==> src/hdl/bmp3_pkg.sv <==
// Shared types, constants and arithmetic helpers for the 3x3 block pixelator.
`timescale 1ns / 1ps

package bmp3_pkg;

  // Field widths.
  localparam int unsigned PIX_W = 8;
  localparam int unsigned COL_W = 12;
  localparam int unsigned SUM_W = 12;
  localparam int unsigned BLK_W = 11;
  localparam int unsigned IDX_W = 10;

  // Defaults and limits.
  localparam int unsigned MAX_BLOCKS_DEF = 1024;
  localparam int unsigned WIDTH_RESET = 3072;
  localparam logic [IDX_W-1:0] ROW_MAX = 10'd1023;
  localparam logic [PIX_W-1:0] MEAN_MAX = 8'd255;
  localparam logic [1:0] LAST_SUB = 2'd2;

  // Queue between the front and the back.
  localparam int unsigned QUEUE_DEPTH = 4;
  localparam int unsigned PTR_W = 2;

  // Reciprocal constants: floor(x/3) for x <= 4096, floor(x/9) for x <= 4095.
  localparam logic [11:0] DIV3_MUL = 12'd2731;
  localparam int unsigned DIV3_SHIFT = 13;
  localparam logic [12:0] DIV9_MUL = 13'd7282;
  localparam int unsigned DIV9_SHIFT = 16;

  // One pixel request handed from the front to the back.
  typedef struct packed {
    logic [PIX_W-1:0] red;
    logic [PIX_W-1:0] green;
    logic [PIX_W-1:0] blue;
    logic [BLK_W-1:0] blk;
    logic [IDX_W-1:0] brow;
    logic             fresh;
    logic             emit;
  } blk_req_t;

  // Packed per-channel partial sums of one block.
  typedef struct packed {
    logic [SUM_W-1:0] blue;
    logic [SUM_W-1:0] green;
    logic [SUM_W-1:0] red;
  } sums_t;

  // Whole blocks in a line; a width of zero stands for 4096 pixels.
  function automatic logic [BLK_W-1:0] blocks_of(input logic [COL_W-1:0] width);
    logic [COL_W:0]  line_len;
    logic [25:0]     prod;
    line_len = (width == '0) ? 13'd4096 : {1'b0, width};
    prod = 26'(line_len) * 26'(DIV3_MUL);
    return prod[DIV3_SHIFT +: BLK_W];
  endfunction

  // Truncated mean of nine pixels, saturated to the pixel range.
  function automatic logic [PIX_W-1:0] mean_of(input logic [SUM_W-1:0] s);
    logic [24:0] prod;
    logic [8:0]  q;
    prod = 25'(s) * 25'(DIV9_MUL);
    q = prod[DIV9_SHIFT +: 9];
    return (q > 9'(MEAN_MAX)) ? MEAN_MAX : q[PIX_W-1:0];
  endfunction

endpackage

==> src/hdl/bmp3_queue.sv <==
// Short request queue between the front end and the accumulation back end.
`timescale 1ns / 1ps

module bmp3_queue (
  input  logic               clk,
  input  logic               rst,
  input  logic               push,
  input  bmp3_pkg::blk_req_t din,
  output logic               full,
  input  logic               pop,
  output bmp3_pkg::blk_req_t dout,
  output logic               empty
);
  import bmp3_pkg::*;

  blk_req_t         slots [QUEUE_DEPTH];
  logic [PTR_W-1:0] wr_ptr;
  logic [PTR_W-1:0] rd_ptr;
  logic [PTR_W:0]   cnt;

  assign full = (cnt == (PTR_W + 1)'(QUEUE_DEPTH));
  assign empty = (cnt == '0);
  assign dout = slots[rd_ptr];

  // Storage.
  always_ff @(posedge clk) begin
    if (push) begin
      slots[wr_ptr] <= din;
    end
  end

  // Pointers and fill count.
  always_ff @(posedge clk) begin
    if (rst) begin
      wr_ptr <= '0;
      rd_ptr <= '0;
      cnt <= '0;
    end else begin
      if (push) begin
        wr_ptr <= wr_ptr + 1'b1;
      end
      if (pop) begin
        rd_ptr <= rd_ptr + 1'b1;
      end
      case ({push, pop})
        2'b10:   cnt <= cnt + 1'b1;
        2'b01:   cnt <= cnt - 1'b1;
        default: cnt <= cnt;
      endcase
    end
  end

  a_no_overrun: assert property (@(posedge clk) disable iff (rst)
    full && !pop |=> cnt == (PTR_W + 1)'(QUEUE_DEPTH) && !push)
    else $error("request written into a full queue");

  a_no_underrun: assert property (@(posedge clk) disable iff (rst)
    pop |-> !empty)
    else $error("request taken from an empty queue");

  a_fill: assert property (@(posedge clk) disable iff (rst)
    push && !pop && !full |=> cnt == $past(cnt) + 1'b1)
    else $error("fill count lost a request");

endmodule

==> config.mk <==
export PLATFORM = sky130hd
export DESIGN_NAME = bmp3_queue
export DESIGN_NICKNAME = d
export VERILOG_FILES = /design/src/hdl/bmp3_pkg.sv /design/src/hdl/bmp3_queue.sv
export SDC_FILE = /design/constraint.sdc
export NUM_CORES = 1
export LEC_CHECK = 0
export ABC_AREA = 1
export ABC_CLOCK_PERIOD_IN_PS = 2650
export BUFFER_PORTS_ARGS = -buffer_cell sky130_fd_sc_hd__buf_4
export CAP_MARGIN = 30
export CORE_MARGIN = 3
export CORE_UTILIZATION = 57
export CTS_CLUSTER_DIAMETER = 150
export DETAILED_ROUTE_END_ITERATION = 6
export PLACE_DENSITY = 0.79
export SETUP_SLACK_MARGIN = 0.3
export SLEW_MARGIN = 20
export SYNTH_ARGS = -nofsm -noshare
export SYNTH_HDL_FRONTEND = slang
export SYNTH_SLANG_ARGS = --single-unit
==> constraint.sdc <==
create_clock -name clk -period 2.65 [get_ports clk]
set_input_delay 0.265 -clock clk [delete_from_list [all_inputs] [get_ports clk]]
set_output_delay 0.265 -clock clk [all_outputs]
set_load 0.005 [all_outputs]
==> metrics <==
post-CTS setup buffer count=0; CP arrival=1940 ps; Least-Margin Pin Slew=581.3 ps; XOR/XNOR Fraction of Synth Area=0%; synth warn=0; met1 wire length=approximately 6.3 mm; Chip Height=between 100 and 150 um; Max clock buf depth=2; post-synthesis simple-gate area fraction=7.949%; dpl cell area=8708 um2; setup tns final=0 ps; std cell rows=42; kind of critical path=reg2out; fmax=452.7 MHz; Yosys cell types=23; Tcrit/Tclk final=83.36%; Num Clock Sinks=197; #FFs+latches synth=just under 200; total power divided by cell area=around 740 nW/um2; Final HPWL DP=8.911 mm; CP Data Required Time=2380 ps; worst-skew pair later-pin latency=between 400 and 500 ps; commonest non-fill, non-tap cell in the layout=edfxtp_1; Root Buffer=clkbuf_16; DRC=0; GRT Residual Overflow=0; Clk pin slew, worst setup/hold paths=70 ps; layout cell share with drive strength beyond 1=31.99%; Pre-Repair DR Iteration Count=5; # port buffers=99; Max Used Layer=met4; chip width=~120 um; final setup fails=0; top cells by area, synth=edfxtp_1 (72%), o21ai_0 (5.6%), o22ai_2 (4.3%); global-route wire length before repair=23.76 mm; CP Launch Type=flop; RSZ-0062 raised after global routing=false; initial antenna violation count=0; worst vdd ir=0.0005495 V; core area=13350 um2; fin crit period=~2200 ps; Synth Area in Compound Gates=12.78%; Final Net Count=667; WL/cell=just under 20 um; final WL=15.61 mm; Initial Util=58.61%; final hold vios=0; syn avg cell area=15.25 um2; post-synth top area share=between 70 and 80%; area grow syn2layout=18.71%; Antenna Nets Post-Route=0; Rel. slew slack=roughly 60%; adder-cell share of the synthesized area=under 10%; commonest cells after routing, fill and taps aside=edfxtp_1 (188), buf_4 (101), o21ai_0 (87), nor2_1 (70); Seq/Total Area, Yosys=74.47%; CTS H-tree lvls=4; Max Cap Viol=0; Hold Path Depth=1; CTS tree=yes; Total GRT Usage=approximately a fifth; routed vias/inst=~5.6; largest family of logic cells by synthesized area=compound AO/OA/AOI/OAI gates; CP Capture Type=primary output; CTS buffer count=17; Synth area leader=edfxtp_1; vias=4475; CP Max Fanout=between 90 and 100; Hold Crit Class=in2reg; total die area=about 15000 um2; routed wl met2=8.322 mm; LEAKAGE=roughly 3.2 nW; post-route cell area=9286 um2; met3 WL post-DR=782 um; mux cell area share after synthesis=0%; ant diodes=0; status=finished clean; largest net degree at the start of global routing=95; Slew Limit Fails=0; 1st-iter DRT viols=511; Worst Reg-to-Reg Cells=5; Fin Clk Skew=about 6.0 ps; routability cong.=about 0.73; IO Count=100; Mapped Cells=513; Post-Syn Nets=570; mapped cell area=7823 um2; vias in the first global route=4526; hold buffer count at cts=0
worst max-delay path, cell delays in order, from the launching register on:
cell and delay, ps:
dfxtp_2 350, clkbuf_8 490, o21ai_0 220, o22ai_1 280, buf_4 160
Yosys cell counts:
| master | instances |
|---|---|
| nand2_1 | 9 |
| nor2_1 | 70 |
| o22ai_2 | 27 |
| edfxtp_1 | 188 |
| dfxtp_1 | 9 |
| o22ai_1 | 20 |
| inv_2 | 1 |
| o21ai_2 | 3 |
| buf_12 | 4 |
| buf_2 | 12 |
| nor2_4 | 27 |
| clkbuf_1 | 10 |
| fa_1 | 1 |
| nand4_1 | 1 |
| o21ai_1 | 10 |
| inv_1 | 16 |
| a21oi_1 | 5 |
| buf_6 | 4 |
| nand3_1 | 1 |
| nor3_1 | 2 |
| inv_4 | 1 |
| ha_1 | 5 |
| o21ai_0 | 87 |
sequential cells by signal (all words and copies together) (netlist names), named ones only:
signal and count:
cnt 3, rd_ptr 2, wr_ptr 2, slots 188
stage by stage:
step	setup slack [ps]	instances	hold WS, ps	utilization (%)	total power, mW
after floorplan	740.3	513	363.9	-	4.043
after global placement	752.2	767	437.7	65.24	4.356
after detailed placement	701.3	767	452.7	65.24	4.392
after CTS	407.5	798	21.85	69.55	6.863
after global routing	324.3	798	21.18	69.57	7.056
final	441.1	798	33.60	69.57	6.832
report_power, final:
part           switching, mW  internal [mW]  leakage (nW)
Clock                   1.04           1.47         0.271
Combinational          0.417          0.315          1.17
Sequential            0.0386           3.55          1.80
path summary, 6_finish.rpt:
kind | startpoint | slack (ps) | end
worst max-delay path | flop | 440 | dout[14]
worst min-delay path | din[44] | 30 | slots[1][44]
worst max register to register | wr_ptr[1] | 980 | slots[1][15]
worst min register to register | rd_ptr[1] | 460 | flop
final cells by class:
type                    instances  area [um2]
flip-flops and latches        197        5828
fillers                       905        4061
multi-input cells             268        1704
repair buffers                108       892.1
clock buffers                  20       436.7
well taps                     176       220.2
clock inverters                11       135.1
inverters                      18       70.07
per-layer routing:
| layer | global-route usage (%) | vias to the layer above |
|---|---|---|
| li1 | - | 2099 |
| met1 | 25.66 | 2237 |
| met2 | 36.80 | 121 |
| met3 | 5.627 | 18 |
| met4 | 7.266 | 0 |
| met5 | 0 | - |
cells by family (layout without fill, tap and decap cells):
family	after synthesis	count (layout)
flops	197	197
compound gates	152	152
simple gates	110	110
buf+inv	48	157
fa+ha+maj	6	6
timing repair:
action | 4_1_cts | 5_1_grt
hold endpoints to repair | 0 | 0
endpoints found under the setup margin | 27 | 1
resized for setup | 1 | 1
Note: power is estimated with default switching activity, not from simulation.
