--- src/hdl/bmp3_pkg.sv ---
// Shared types, constants and arithmetic helpers for the 3x3 block pixelator.
`timescale 1ns / 1ps

package bmp3_pkg;

  // Field widths.
  localparam int unsigned PIX_W = 8;
  localparam int unsigned COL_W = 12;
  localparam int unsigned SUM_W = 12;
  localparam int unsigned BLK_W = 11;
  localparam int unsigned IDX_W = 10;

  // Defaults and limits.
  localparam int unsigned MAX_BLOCKS_DEF = 1024;
  localparam int unsigned WIDTH_RESET = 3072;
  localparam logic [IDX_W-1:0] ROW_MAX = 10'd1023;
  localparam logic [PIX_W-1:0] MEAN_MAX = 8'd255;
  localparam logic [1:0] LAST_SUB = 2'd2;

  // Queue between the front and the back.
  localparam int unsigned QUEUE_DEPTH = 4;
  localparam int unsigned PTR_W = 2;

  // Reciprocal constants: floor(x/3) for x <= 4096, floor(x/9) for x <= 4095.
  localparam logic [11:0] DIV3_MUL = 12'd2731;
  localparam int unsigned DIV3_SHIFT = 13;
  localparam logic [12:0] DIV9_MUL = 13'd7282;
  localparam int unsigned DIV9_SHIFT = 16;

  // One pixel request handed from the front to the back.
  typedef struct packed {
    logic [PIX_W-1:0] red;
    logic [PIX_W-1:0] green;
    logic [PIX_W-1:0] blue;
    logic [BLK_W-1:0] blk;
    logic [IDX_W-1:0] brow;
    logic             fresh;
    logic             emit;
  } blk_req_t;

  // Packed per-channel partial sums of one block.
  typedef struct packed {
    logic [SUM_W-1:0] blue;
    logic [SUM_W-1:0] green;
    logic [SUM_W-1:0] red;
  } sums_t;

  // Whole blocks in a line; a width of zero stands for 4096 pixels.
  function automatic logic [BLK_W-1:0] blocks_of(input logic [COL_W-1:0] width);
    logic [COL_W:0]  line_len;
    logic [25:0]     prod;
    line_len = (width == '0) ? 13'd4096 : {1'b0, width};
    prod = 26'(line_len) * 26'(DIV3_MUL);
    return prod[DIV3_SHIFT +: BLK_W];
  endfunction

  // Truncated mean of nine pixels, saturated to the pixel range.
  function automatic logic [PIX_W-1:0] mean_of(input logic [SUM_W-1:0] s);
    logic [24:0] prod;
    logic [8:0]  q;
    prod = 25'(s) * 25'(DIV9_MUL);
    q = prod[DIV9_SHIFT +: 9];
    return (q > 9'(MEAN_MAX)) ? MEAN_MAX : q[PIX_W-1:0];
  endfunction

endpackage

--- src/hdl/bmp3_ifs.sv ---
// Valid/ready channel interfaces for pixel requests and block results.
`timescale 1ns / 1ps

interface bmp3_pix_if;
  import bmp3_pkg::*;
  logic             valid;
  logic             ready;
  logic [PIX_W-1:0] red_in;
  logic [PIX_W-1:0] green_in;
  logic [PIX_W-1:0] blue_in;
  logic             frame_start;

  modport source(output valid, red_in, green_in, blue_in, frame_start, input ready);
  modport sink(input valid, red_in, green_in, blue_in, frame_start, output ready);
endinterface


--- src/hdl/bmp3_front.sv ---
// Front end: raster position tracking and classification of each pixel.
`timescale 1ns / 1ps

module bmp3_front #(
  parameter int unsigned MAX_BLOCKS = bmp3_pkg::MAX_BLOCKS_DEF
) (
  input  logic                       clk,
  input  logic                       rst,
  bmp3_pix_if.sink                   pix,
  input  logic                       cfg_we,
  input  logic [bmp3_pkg::COL_W-1:0] cfg_data,
  input  logic                       q_full,
  output logic                       q_push,
  output bmp3_pkg::blk_req_t         q_req
);
  import bmp3_pkg::*;

  localparam int unsigned RST_NB_I =
    (WIDTH_RESET / 3 > MAX_BLOCKS) ? MAX_BLOCKS : WIDTH_RESET / 3;
  localparam logic [BLK_W-1:0] RST_NB = BLK_W'(RST_NB_I);
  localparam logic [COL_W-1:0] RST_LAST = COL_W'(WIDTH_RESET - 1);

  logic [COL_W-1:0] last_col;
  logic [BLK_W-1:0] nblocks;
  logic [BLK_W-1:0] cfg_nb_raw;
  logic [BLK_W-1:0] cfg_nb;

  logic [COL_W-1:0] col, col_next;
  logic [1:0]       col_phase, col_phase_next;
  logic [BLK_W-1:0] blk, blk_next;
  logic [1:0]       rib, rib_next;
  logic [IDX_W-1:0] brow, brow_next;

  logic [COL_W-1:0] eff_col;
  logic [1:0]       eff_phase;
  logic [BLK_W-1:0] eff_blk;
  logic [1:0]       eff_rib;
  logic [IDX_W-1:0] eff_brow;
  logic             accept;

  // Block count for a newly written width, capped to the sum line depth.
  always_comb begin
    cfg_nb_raw = blocks_of(cfg_data);
    cfg_nb = (32'(cfg_nb_raw) > MAX_BLOCKS) ? BLK_W'(MAX_BLOCKS) : cfg_nb_raw;
  end

  // Width register, kept as the last column index and the block count.
  always_ff @(posedge clk) begin
    if (rst) begin
      last_col <= RST_LAST;
      nblocks <= RST_NB;
    end else if (cfg_we) begin
      last_col <= cfg_data - 1'b1;
      nblocks <= cfg_nb;
    end
  end

  assign pix.ready = !q_full;
  assign accept = pix.valid && pix.ready;

  // Position as seen by this pixel; a frame start clears it first.
  always_comb begin
    eff_col = pix.frame_start ? '0 : col;
    eff_phase = pix.frame_start ? '0 : col_phase;
    eff_blk = pix.frame_start ? '0 : blk;
    eff_rib = pix.frame_start ? '0 : rib;
    eff_brow = pix.frame_start ? '0 : brow;
  end

  // Classify the pixel and hand it on only if its block column lies within the whole blocks of the line.
  always_comb begin
    q_push = accept && (eff_blk < nblocks);
    q_req.red = pix.red_in;
    q_req.green = pix.green_in;
    q_req.blue = pix.blue_in;
    q_req.blk = eff_blk;
    q_req.brow = eff_brow;
    q_req.fresh = (eff_rib == '0) && (eff_phase == '0);
    q_req.emit = (eff_rib == LAST_SUB) && (eff_phase == LAST_SUB);
  end

  // Advance the raster position.
  always_comb begin
    col_next = eff_col;
    col_phase_next = eff_phase;
    blk_next = eff_blk;
    rib_next = eff_rib;
    brow_next = eff_brow;
    if (eff_col == last_col) begin
      col_next = '0;
      col_phase_next = '0;
      blk_next = '0;
      if (eff_rib >= LAST_SUB) begin
        rib_next = '0;
        if (eff_brow != ROW_MAX) begin
          brow_next = eff_brow + 1'b1;
        end
      end else begin
        rib_next = eff_rib + 1'b1;
      end
    end else begin
      col_next = eff_col + 1'b1;
      if (eff_phase == LAST_SUB) begin
        col_phase_next = '0;
        blk_next = eff_blk + 1'b1;
      end else begin
        col_phase_next = eff_phase + 1'b1;
      end
    end
  end

  always_ff @(posedge clk) begin
    if (rst) begin
      col <= '0;
      col_phase <= '0;
      blk <= '0;
      rib <= '0;
      brow <= '0;
    end else if (accept) begin
      col <= col_next;
      col_phase <= col_phase_next;
      blk <= blk_next;
      rib <= rib_next;
      brow <= brow_next;
    end
  end

  // A frame start always begins a fresh block at the top left.
  a_frame_restart: assert property (@(posedge clk) disable iff (rst)
    accept && pix.frame_start |-> q_req.fresh && !q_req.emit && q_req.blk == '0)
    else $error("frame start did not restart the block position");

  // Apart from a frame start, the block row only moves when a line ends.
  a_row_step: assert property (@(posedge clk) disable iff (rst)
    accept && !pix.frame_start && col != last_col |=> brow == $past(brow))
    else $error("block row changed in mid line");

  // The column phase and the row-in-block counter stay within their range.
  a_phase: assert property (@(posedge clk) disable iff (rst)
    col_phase != 2'd3 && rib != 2'd3)
    else $error("sub-block counter left its range");

endmodule

--- src/flat_wrapper.sv ---
// flat-port wrapper written by rule: the top's interface ports become plain ports
module bmp3_front_flat import bmp3_pkg::*;
#(
  parameter int unsigned MAX_BLOCKS = bmp3_pkg::MAX_BLOCKS_DEF
)
  (clk, rst, cfg_we, cfg_data, q_full, q_push, q_req, pix_valid, pix_red_in, pix_green_in, pix_blue_in, pix_frame_start, pix_ready);
  bmp3_pix_if pix_i ();
  input  logic clk;
  input  logic rst;
  input  logic cfg_we;
  input  logic [bmp3_pkg::COL_W-1:0] cfg_data;
  input  logic q_full;
  output logic q_push;
  output bmp3_pkg::blk_req_t q_req;
  input wire logic [$bits(pix_i.valid)-1:0] pix_valid;
  input wire logic [$bits(pix_i.red_in)-1:0] pix_red_in;
  input wire logic [$bits(pix_i.green_in)-1:0] pix_green_in;
  input wire logic [$bits(pix_i.blue_in)-1:0] pix_blue_in;
  input wire logic [$bits(pix_i.frame_start)-1:0] pix_frame_start;
  output wire logic [$bits(pix_i.ready)-1:0] pix_ready;
  assign pix_i.valid = pix_valid;
  assign pix_i.red_in = pix_red_in;
  assign pix_i.green_in = pix_green_in;
  assign pix_i.blue_in = pix_blue_in;
  assign pix_i.frame_start = pix_frame_start;
  assign pix_ready = pix_i.ready;
  bmp3_front #(.MAX_BLOCKS(MAX_BLOCKS)) u_core (.clk(clk), .rst(rst), .pix(pix_i), .cfg_we(cfg_we), .cfg_data(cfg_data), .q_full(q_full), .q_push(q_push), .q_req(q_req));
endmodule
--- config.mk ---
export PLATFORM = sky130hd
export DESIGN_NAME = bmp3_front_flat
export DESIGN_NICKNAME = d
export VERILOG_FILES = /design/src/hdl/bmp3_pkg.sv /design/src/hdl/bmp3_ifs.sv /design/src/hdl/bmp3_front.sv /design/src/flat_wrapper.sv
export SDC_FILE = /design/constraint.sdc
export NUM_CORES = 1
export LEC_CHECK = 0
export BUFFER_PORTS_ARGS = -buffer_cell sky130_fd_sc_hd__clkbuf_2
export CAP_MARGIN = 20
export CORE_MARGIN = 2
export CORE_UTILIZATION = 42
export CTS_CLUSTER_SIZE = 20
export DETAILED_ROUTE_END_ITERATION = 6
export HOLD_SLACK_MARGIN = 0.1
export SYNTH_ARGS = -nofsm -noshare
export SYNTH_HDL_FRONTEND = slang
export SYNTH_SLANG_ARGS = --single-unit
--- constraint.sdc ---
create_clock -name clk -period 7.8 [get_ports clk]
set_input_delay 1.56 -clock clk [delete_from_list [all_inputs] [get_ports clk]]
set_output_delay 1.56 -clock clk [all_outputs]
set_load 0.03 [all_outputs]
==> key figures <==
Cells and area
  • Share of cells above drive strength 1: 0.09916
  • Number of fill cells in the layout: 1614
  • Synthesis-to-layout area growth: 7.963%
  • Most common cell after layout, fill and taps aside: inv_1
  • Most frequent cells in the layout: 119 x inv_1, 98 x ha_1, 61 x a21oi_1
  • Antenna Cells: 0
  • Nets: 1016

Setup path
  • Kind of critical path: input pin to flip-flop
  • Crit-path most repeated cell: inv_1
  • CP max stage cell: fa_1
  • Reg2reg setup slack: about 4.8 ns
  • Startpoint Class: input pin
  • Largest stage delay on the critical path: 0.53 ns
  • Critical Path RT: between 8 and 9 ns
  • Bufs and invs on worst path: 7
  • CP Data Arrival Time: approximately 7.2 ns
  • Top fanout value on the critical path: 8
  • Worst path top cell family by delay: adder cells
  • Endpoint class of the critical path: flip-flop

Yosys
  • Async SR Flop Fraction: 0
  • Synth area leader: ha_1
  • Avg Cell Area, Syn: 8.114 µm²
  • Sequential-to-total area share from yosys stat: 0.1799
  • Synth Net Count: around 1000
  • Commonest register cell after synthesis: dfxtp_1
  • Main area contributors after synthesis: ha_1 18%, dfxtp_1 18%, fa_1 13%, inv_1 6.7%, a21oi_1 4.6%
  • Cells after synthesis: 823
  • Post-synth top area share: 0.1836
  • Post-synth EDFFs: 0
  • FF+latch count, synth: 60
  • Ys Warns: 0
  • Unique masters post-synth: 59
  • Post-Synthesis Cell Area: 0.006678 mm²

Floorplanning
  • Core area: 0.01571 mm²
  • Initial Util: 0.4250
  • Chip width: 130.1 µm
  • Die Y: 130.1 µm
  • Top Ports: 91
  • Site Rows: 46
  • Total die area: 0.01692 mm²

STA
  • Final setup fails: 0
  • Final Critical Period: 7.036 ns
  • Post-layout worst setup margin: between 0.7 and 0.8 ns
  • Slew at the pin closest to its max-slew limit: 1.008 ns
  • Final Cycle Share: 0.9021
  • Relative slew slack: 0.3255
  • Worst Skew: 0.006035 ns
  • WHS: about 0.46 ns
  • RSZ-0062 raised after global routing: no
  • Setup TNS Final: 0 ns
  • F_max: 142.1 MHz
  • Final Max Slew Viols: 0
  • Hold Vio Cnt, Final: 0

Place
  • Routability-driven placement congestion ratio: 0.8742
  • Detailed Place HPWL: 12100 µm
  • IO buf count: 42
  • Place WS: 0.4191 ns

Clock tree
  • Clock-pin slew of the registers on the worst-case setup and hold paths: 0.05 ns
  • CTS tree: yes
  • Clock sinks: 60
  • Later-pin clock latency in the skew report: about 0.33 ns
  • Hold buffers post-CTS: 0
  • Clock Path Buffers: 2
  • Post-CTS Setup Bufs: 0
  • Clock Tree Root: clkbuf_16
  • Cts bufs inserted: 9
  • # resized after CTS: 0
  • H-tree depth: 3

Global route
  • Vias in the first global route: 5267
  • Global-route congestion overflow total: 0
  • Largest net degree at the start of global routing: 54
  • Grt met1 use: 0.2547
  • M2 GR Usage: 0.3255
  • Most used routing layer: met2
  • Initial antenna violation count: 0
  • GRT Overall Usage: 0.1920
  • Met3 global-route usage: 0.03485
  • First-pass GRT wire length: 25860 µm

Drt
  • DRT iter0 DRCs: 413
  • Drt via density: 5.151
  • DRC Markers: 0
  • Final WL: 15430 µm
  • ANT nets after route: 0
  • WL/cell: about 15 µm
  • 1st-pass router iterations: 6
  • DR vias: around 5400

Run
  • Max Cap Viol: 0

Outcome
  • Status: finished, final reports clean

Pwr
  • Power per cell area: 234.1 mW/mm²
  • Overall power: roughly 1.7 mW
  • Leakage power: 3.382 nW
  • Peak supply drop: 0.1126 mV

Hold path
  • Hold Path Class: flip-flop to flip-flop
cell type report:
class	instances	area, µm²	area share
clock buffers	12	266.5	0.03697
clock inverters	4	22.52	0.003124
inverters	119	446.7	0.06196
multi-input cells	594	4747	0.6585
flip-flops and latches	60	1201	0.1666
well taps	216	270.3	0.03749
repair buffers	48	255.2	0.03540
cell usage after synthesis (all sizes together) (2+ instances only):
library cell and n:
inv 119, ha 98, a21oi 61, dfxtp 60, nand2 57, nor2 55, o21ai 47, fa 44
nor2b 32, buf 30, xnor2 28, nand3 21, clkbuf 20, and3 19, nand3b 13, or2 12
nand2b 9, a31oi 8, xor2 8, a21o 7, nand4 7, or3 7, nor3 6, a211oi 5
and4 5, nor4bb 4, o32ai 4, a41oi 3, a211o 2, a21boi 2, a22o 2, and2 2
and4b 2, conb 2, o211ai 2, o21a 2
worst register-to-register path, delay by kind of cell (launching register included):
| kind | cells | cell delay [ns] |
|---|---|---|
| AND/OR/NAND/NOR | 4 | 1.74 |
| AO/OA/AOI/OAI | 3 | 0.61 |
| flip-flops | 1 | 0.35 |
| XOR/XNOR | 1 | 0.16 |
path summary, 6_finish.rpt:
kind,cells after the start,endpoint,from
setup / recovery,25,u_core.nblocks[10],cfg_data[10]
hold / removal,2,u_core.nblocks[1],u_core.nblocks[1]
setup reg to reg,8,u_core.blk[10],u_core.col[0]
hold reg to reg,2,u_core.nblocks[1],u_core.nblocks[1]
power by group:
| part | switching [mW] | internal [mW] | total [mW] |
|---|---|---|---|
| registers | 0.0134 | 0.329 | 0.343 |
| logic | 0.563 | 0.403 | 0.966 |
| clock network | 0.139 | 0.239 | 0.378 |
kinds of logic (layout without fill, tap and decap cells):
kind of cell / count (synthesis) / in the layout / share of synthesized area
other: 2 / 2 / 0.001125
flip-flops: 60 / 60 / 0.1799
AO/OA/AOI/OAI: 158 / 158 / 0.1405
multiplexers: 1 / 1 / 0.001499
adder cells (fa/ha/maj): 142 / 142 / 0.3155
AND/OR/NAND/NOR: 255 / 255 / 0.2050
XOR/XNOR: 36 / 36 / 0.04722
buffers and inverters: 169 / 183 / 0.1092
layer usage:
layer	share of wire	routed length [µm]
met1	0.48	7392
met2	0.47	7327
met3	0.036	559
met4	0.0097	149
met5	0	0
registers in the layout, indices dropped and copies added (netlist names):
signal / flops
u_core.blk: 11
u_core.brow: 10
u_core.col: 12
u_core.col_phase: 2
u_core.last_col: 12
u_core.nblocks: 11
u_core.rib: 2
per-stage QoR:
stage / utilization / area, µm² / cells
2_1_floorplan: - / 6678 / 823
3_3_place_gp: 0.4404 / 6920 / 1037
3_5_place_dp: 0.4404 / 6920 / 1037
4_1_cts: 0.4588 / 7209 / 1053
5_1_grt: 0.4588 / 7209 / 1053
6_report: 0.4588 / 7209 / 1053
(Power assumes the default switching activity.)
